==> config.mk <==
export PLATFORM = sky130hd
export DESIGN_NAME = lzwd_controller
export DESIGN_NICKNAME = d
export VERILOG_FILES = /design/src/hdl/lzwd_pkg.sv /design/src/hdl/lzwd_controller.sv
export SDC_FILE = /design/constraint.sdc
export NUM_CORES = 1
export LEC_CHECK = 0
export ABC_AREA = 1
export BUFFER_PORTS_ARGS = -buffer_cell sky130_fd_sc_hd__buf_2
export CAP_MARGIN = 20
export CORE_AREA = 2 2 39 41
export CTS_CLUSTER_DIAMETER = 80
export CTS_CLUSTER_SIZE = 25
export DETAILED_ROUTE_END_ITERATION = 16
export DIE_AREA = 0 0 41 43
export PLACE_DENSITY = 0.77
export SETUP_SLACK_MARGIN = 0.4
export SLEW_MARGIN = 5
export SYNTH_ARGS = -nofsm -noshare
export SYNTH_HDL_FRONTEND = slang
export SYNTH_SLANG_ARGS = --single-unit
==> constraint.sdc <==
create_clock -name clock -period 2.45 [get_ports clock]
set_input_delay 0 -clock clock [delete_from_list [all_inputs] [get_ports clock]]
set_output_delay 0 -clock clock [all_outputs]
set_load 0.01 [all_outputs]
==> src/hdl/lzwd_pkg.sv <==
`default_nettype none
// ----------------------------------------------------------------------------
// LZW letter decoder package
// Shared constants, code classes and the controller/datapath interface types.
// ----------------------------------------------------------------------------
package lzwd_pkg;

   localparam int CODE_W           = 12;
   localparam int LETTER_W         = 5;
   localparam int LEN_W            = 7;
   localparam int NFC_W            = 13;
   localparam int LETTER_COUNT     = 26;
   localparam int END_CODE         = 26;
   localparam int FIRST_FREE       = 27;
   localparam int ASCII_A          = 97;
   localparam int CODE_SPACE       = 4096;
   localparam int DICT_ENTRIES_DEF = 4096;
   localparam int MAX_LEN_DEF      = 64;

   // How the code just taken is to be handled.
   typedef enum logic [2:0] {
      CLS_END    = 3'd0,
      CLS_BAD    = 3'd1,
      CLS_FIRST  = 3'd2,
      CLS_NORMAL = 3'd3,
      CLS_KWK    = 3'd4
   } cls_type;

   typedef struct packed {
      logic load_code;
      logic decide;
      logic chase_rd;
      logic chase_step;
      logic push_letter;
      logic pop_rd;
      logic pop_load;
      logic tail_load;
      logic one_load;
      logic finish;
   } cmd_type;

   typedef struct packed {
      cls_type cls_now;
      cls_type cls_held;
      logic    cur_is_letter;
      logic    stack_empty;
      logic    out_free;
   } sts_type;

endpackage
`default_nettype wire

==> src/hdl/lzwd_controller.sv <==
`default_nettype none
// ----------------------------------------------------------------------------
// LZW letter decoder controller
// Sequences accept, classify, single-beat answers, prefix chase, letter pop and dictionary update.
// ----------------------------------------------------------------------------
module lzwd_controller (
   input  wire              clock,
   input  wire              reset,
   input  wire              req_tvalid,
   output logic             req_tready,
   input  lzwd_pkg::sts_type sts,
   output lzwd_pkg::cmd_type cmd
);

   typedef enum logic [8:0] {
      ST_IDLE       = 9'b000000001,
      ST_DECIDE     = 9'b000000010,
      ST_ONE        = 9'b000000100,
      ST_CHASE      = 9'b000001000,
      ST_CHASE_WAIT = 9'b000010000,
      ST_POP_RD     = 9'b000100000,
      ST_POP_WR     = 9'b001000000,
      ST_TAIL       = 9'b010000000,
      ST_FINISH     = 9'b100000000
   } state_type;

   state_type state_ff, state_in;

   assign req_tready = (state_ff == ST_IDLE);

   always_comb begin
      state_in = state_ff;
      cmd      = '0;
      unique case (state_ff)
         ST_IDLE: begin
            if (req_tvalid) begin
               cmd.load_code = 1'b1;
               state_in      = ST_DECIDE;
            end
         end
         ST_DECIDE: begin
            cmd.decide = 1'b1;
            if (sts.cls_now == lzwd_pkg::CLS_NORMAL || sts.cls_now == lzwd_pkg::CLS_KWK) begin
               state_in = ST_CHASE;
            end else begin
               state_in = ST_ONE;
            end
         end
         ST_ONE: begin
            if (sts.out_free) begin
               cmd.one_load = 1'b1;
               state_in     = ST_FINISH;
            end
         end
         ST_CHASE: begin
            if (sts.cur_is_letter) begin
               cmd.push_letter = 1'b1;
               state_in        = ST_POP_RD;
            end else begin
               cmd.chase_rd = 1'b1;
               state_in     = ST_CHASE_WAIT;
            end
         end
         ST_CHASE_WAIT: begin
            cmd.chase_step = 1'b1;
            state_in       = ST_CHASE;
         end
         ST_POP_RD: begin
            if (sts.stack_empty) begin
               state_in = (sts.cls_held == lzwd_pkg::CLS_KWK) ? ST_TAIL : ST_FINISH;
            end else begin
               cmd.pop_rd = 1'b1;
               state_in   = ST_POP_WR;
            end
         end
         ST_POP_WR: begin
            if (sts.out_free) begin
               cmd.pop_load = 1'b1;
               state_in     = ST_POP_RD;
            end
         end
         ST_TAIL: begin
            if (sts.out_free) begin
               cmd.tail_load = 1'b1;
               state_in      = ST_FINISH;
            end
         end
         ST_FINISH: begin
            cmd.finish = 1'b1;
            state_in   = ST_IDLE;
         end
         default: begin
            state_in = ST_IDLE;
         end
      endcase
   end

   always_ff @(posedge clock) begin
      if (reset) begin
         state_ff <= ST_IDLE;
      end else begin
         state_ff <= state_in;
      end
   end

endmodule
`default_nettype wire

== Yosys cells after proc, flatten, opt, wreduce, memory -nomap -nowiden ==
Cells that the tools add are included.

* Output and inout bits: 11
* Input port bits: 12
* Flip-flop bits (word level): 9
* Logic and storage cells: 42

* Reduce and logical (&&, ||, !) cells: 3
* Mux-type cells: 23
* Equality and inequality tests: 15

{| class="wikitable"
|+ Operators by type and width
! kind !! number
|-
| case mux 9 bit (7 select lines) || 1
|-
| two-way mux 9 bit || 5
|-
| two-way mux 1 bit || 15
|-
| equality test 9 x 1 -> 1 bit, second input constant || 1
|-
| equality test 9 x 2 -> 1 bit, second input constant || 1
|-
| equality test 9 x 3 -> 1 bit, second input constant || 1
|-
| equality test 9 x 4 -> 1 bit, second input constant || 1
|-
| equality test 9 x 5 -> 1 bit, second input constant || 1
|-
| equality test 9 x 6 -> 1 bit, second input constant || 1
|-
| equality test 9 x 7 -> 1 bit, second input constant || 1
|-
| equality test 9 x 8 -> 1 bit, second input constant || 1
|-
| equality test 9 bit, second input constant || 1
|-
| equality test 3 bit, second input constant || 2
|-
| two-way mux 6 bit || 1
|-
| two-way mux 4 bit || 1
|-
| != test 2 bit, second input constant || 2
|-
| equality test 3 x 2 -> 1 bit, second input constant || 1
|-
| AND reduction 3 bit || 1
|-
| != test 2 x 1 -> 1 bit, second input constant || 1
|-
| OR reduction 2 bit || 1
|-
| logical OR 1 bit || 1
|}

== Longest topological paths before layout ==
* Depth after elaboration: 4
* Mapped depth: 10
* Mapped depth without buffers: 10

== Worst setup path after synthesis ==
Ideal clock, no wire load.

* Path type: register -> register
* From: register state_ff[6]
* To: register state_ff[6]
* Data arrival time: 1.132 ns
* Clock period less this slack: 1.196 ns
* Cell stages (with the launch flop): 8
* Path buffers: 0
* Path slack: 1.254 ns
* Library setup time: 0.064 ns
* Required time: 2.386 ns
* Cells stage by stage: dfxtp_1 > nor2_2 > nand2_2 > nor3_2 > nand2_1 > nor2_1 > nor2_1 > nor2_1

* Longest elaborated chain between the ends: 4
* Elaborated cells between the ends (all ways): 14
* Classes of those cells: eq/ne: 11; mux: 1; reduce/logical: 2

{| class="wikitable"
|+ RTL lines
! item !! RTL line !! source
|-
| start: declaration || lzwd_controller.sv:27 || <nowiki>state_type state_ff, state_in;</nowiki>
|-
| start signal: assignment || lzwd_controller.sv:102 || <nowiki>state_ff <= state_in;</nowiki>
|-
| equality test 9 x 8 -> 1 bit or equality test 9 x 3 -> 1 bit (tied branches) || lzwd_controller.sv:34 || <nowiki>unique case (state_ff)</nowiki>
|-
| OR reduction 2 bit (no line) || n/a ||
|-
| != test 2 x 1 -> 1 bit (no line) || n/a ||
|-
| AND reduction 3 bit (no line) || n/a ||
|}

Several ways; a longest one is shown, not always the timed one.
A chain may end at the register's enable or synchronous reset.

==> results.yml <==
placed_design:
  dpl.hpwl_um: 1190
  routabilityCongestion: 0.840
  dpl.cell_count: 142
  place_ws_ns: 1.13
  port_buffers: 22
yosys:
  ys.flop_type: "dfxtp_1"
  ys_ff_latch: 9
  synth_edf_count: 0
  yosysSeqAreaShare: 0.285
  syn-num-nets: 117
  syn-instance-count: 105
  yosys-top-cells-count: "inv_1 (21), nand2_1 (21), nor2_1 (19), dfxtp_1 (9), nand3_1 (7)"
  synth_cell_types: 20
  synth-async-reset-ratio: 0
  ys_warn_count: 0
  postSynthAreaPerCell_um2: 6.02
  post-synth-top-area-fraction: 0.285
  yosysTopAreaCell: "dfxtp_1"
  netlist_area_um2: 632
  yosys-top-cells-area: "dfxtp_1 (29%), inv_1 (12%), nand2_1 (12%)"
clocking:
  max-clock-path-buffers: 2
  cts-buffers-inserted: 3
  cts_tree: "built"
  clockRootBuffer: "clkbuf_4"
  cts_resized: 0
  post_cts_buffers: 0
  holdBufCountCts: 1
  path_clk_slew_ns: 0.06
  htree_levels: 1
  clk_latency_ns: 0.25
  numClockSinks: 9
global_routing:
  met3_usage: 0.0157
  gr-total-overflow: 0
  grt_pass1_wl_um: 2370
  grt.busiest_layer: "met2"
  grt_max_degree: 6
  grt_pass1_vias: 607
  grt_util_met1: 0.272
  grt_usage: 0.192
  grt_util_met2: 0.297
  antenna_found_initial: 0
floorplan:
  rows: 14
  core_region_area_um2: 1380
  dieArea_um2: 1760
  start_util: 0.457
  ios: 23
  die_y_um: 43
  die_width_um: 41
detailed_routing:
  dr.pass1.iters: 4
  antenna_left: 0
  num_vias: 697
  drt_iter0_markers: 20
  routedWlPerCell_um: 9.53
  vias_per_cell: 4.74
  routed_wl_um: 1400
  drc_errors: 0
sta:
  layout_setup_ws_ns: 0.967
  finClkSkew_ns: 0.00439
  setup_viol: 0
  hold_slack_ns: 0.0208
  max_freq_mhz: 674
  finalSetupTns_ns: 0
  rsz0062_at_grt: "false"
  tightest_slew_ns: 0.207
  hold_viol_final: 0
  slew_violations: 0
  relSlewSlack: 0.861
  finalCritPeriodShare: 0.605
  period_minus_slack_ns: 1.48
critical_path:
  critical_path_class: "reg -> out"
  worstPathMaxFanout: 4
  cp.required_ns: 2.45
  reg2reg_depth: 10
  end_kind: "output port"
  arrival_ns: 1.48
  worstSetupStartpointType: "flop"
pwr:
  total_power_mw: 0.417
  power.density_nw_per_um2: 528
  leakage_nw: 0.482
  ir_worst_vdd_mv: 0.329
finish:
  largestRegisters: "state_ff x9"
  top_register: "state_ff"
  insertedDiodeCount: 0
  multiInputGateArea_um2: 357
  stdcell_count: 147
  nFillCells: 138
  drive_gt1_frac: 0.313
  regArea_um2: 180
  area_delta_synth_final_pct: 25.1
  nets: 144
  largest_reg_flops: 9
min_path:
  min_path_cells: 4
  hp-class: "in -> reg"
job:
  max_cap_viol_count: 0
status:
  status: "complete, no violations"
==> metal layers <==
layer	wire length [um]	share of wire	up-vias
met4	20	0.014	0
met1	614	0.44	306
met2	689	0.49	22
met5	0	0	-
met3	77	0.055	2
li1	-	-	367
==> worst paths after layout <==
check                                   to  slack [ns]                startpoint
hold / removal    state_ff[4]$_SDFFE_PP0P_        0.02                    sts[2]
hold reg to reg   state_ff[2]$_SDFFE_PP0P_        0.50  state_ff[2]$_SDFFE_PP0P_
setup reg to reg  state_ff[6]$_SDFFE_PP0P_        1.10  state_ff[0]$_SDFFE_PP1P_
setup / recovery                    cmd[7]        0.97  state_ff[6]$_SDFFE_PP0P_
==> critical path, cell delays in order (launching register included) <==
cell,delay (ns)
dfxtp_1,0.33
nor2_2,0.16
nand2_2,0.10
nor2_2,0.13
nand4_1,0.19
nor2_1,0.17
buf_2,0.15
==> metrics by stage <==
step            util  area, um2
4_1_cts        0.571        791
3_5_place_dp   0.545        754
6_report       0.571        791
3_3_place_gp   0.545        754
2_1_floorplan      -        632
5_1_grt        0.571        791
==> power by group <==
group          leakage [nW]  internal [mW]  switching, mW
registers            0.0731          0.156        0.00884
clock network        0.0150         0.0626         0.0488
logic                 0.394         0.0517         0.0892
==> area by class of cell <==
| cell class | instances | share of cell area |
|---|---|---|
| multi-input cells | 72 | 0.451 |
| flip-flops and latches | 9 | 0.228 |
| repair buffers | 23 | 0.152 |
| inverters | 23 | 0.111 |
| clock buffers | 4 | 0.0332 |
| well taps | 16 | 0.0253 |
==> logic make-up (layout without fill, tap and decap cells) <==
group           after synthesis  in the layout  share of synthesized area
simple gates                 66             66                      0.513
compound gates                6              6                     0.0515
flops                         9              9                      0.285
buf+inv                      24             50                      0.150
==> cell usage in the layout, fill, tap and decap left out, types with 2 or more instances in the layout <==
cell type,Yosys,final
dfxtp_1,9,9
nor2_1,19,19
clkbuf_4,0,3
nand2_1,21,21
nor2_2,6,6
buf_2,0,22
nand4_1,3,3
a21oi_1,2,2
nand3_2,2,2
inv_1,21,21
nand2_2,3,3
nand2_4,2,2
o21ai_0,2,2
nand3_1,7,7
(Power assumes the default switching activity.)
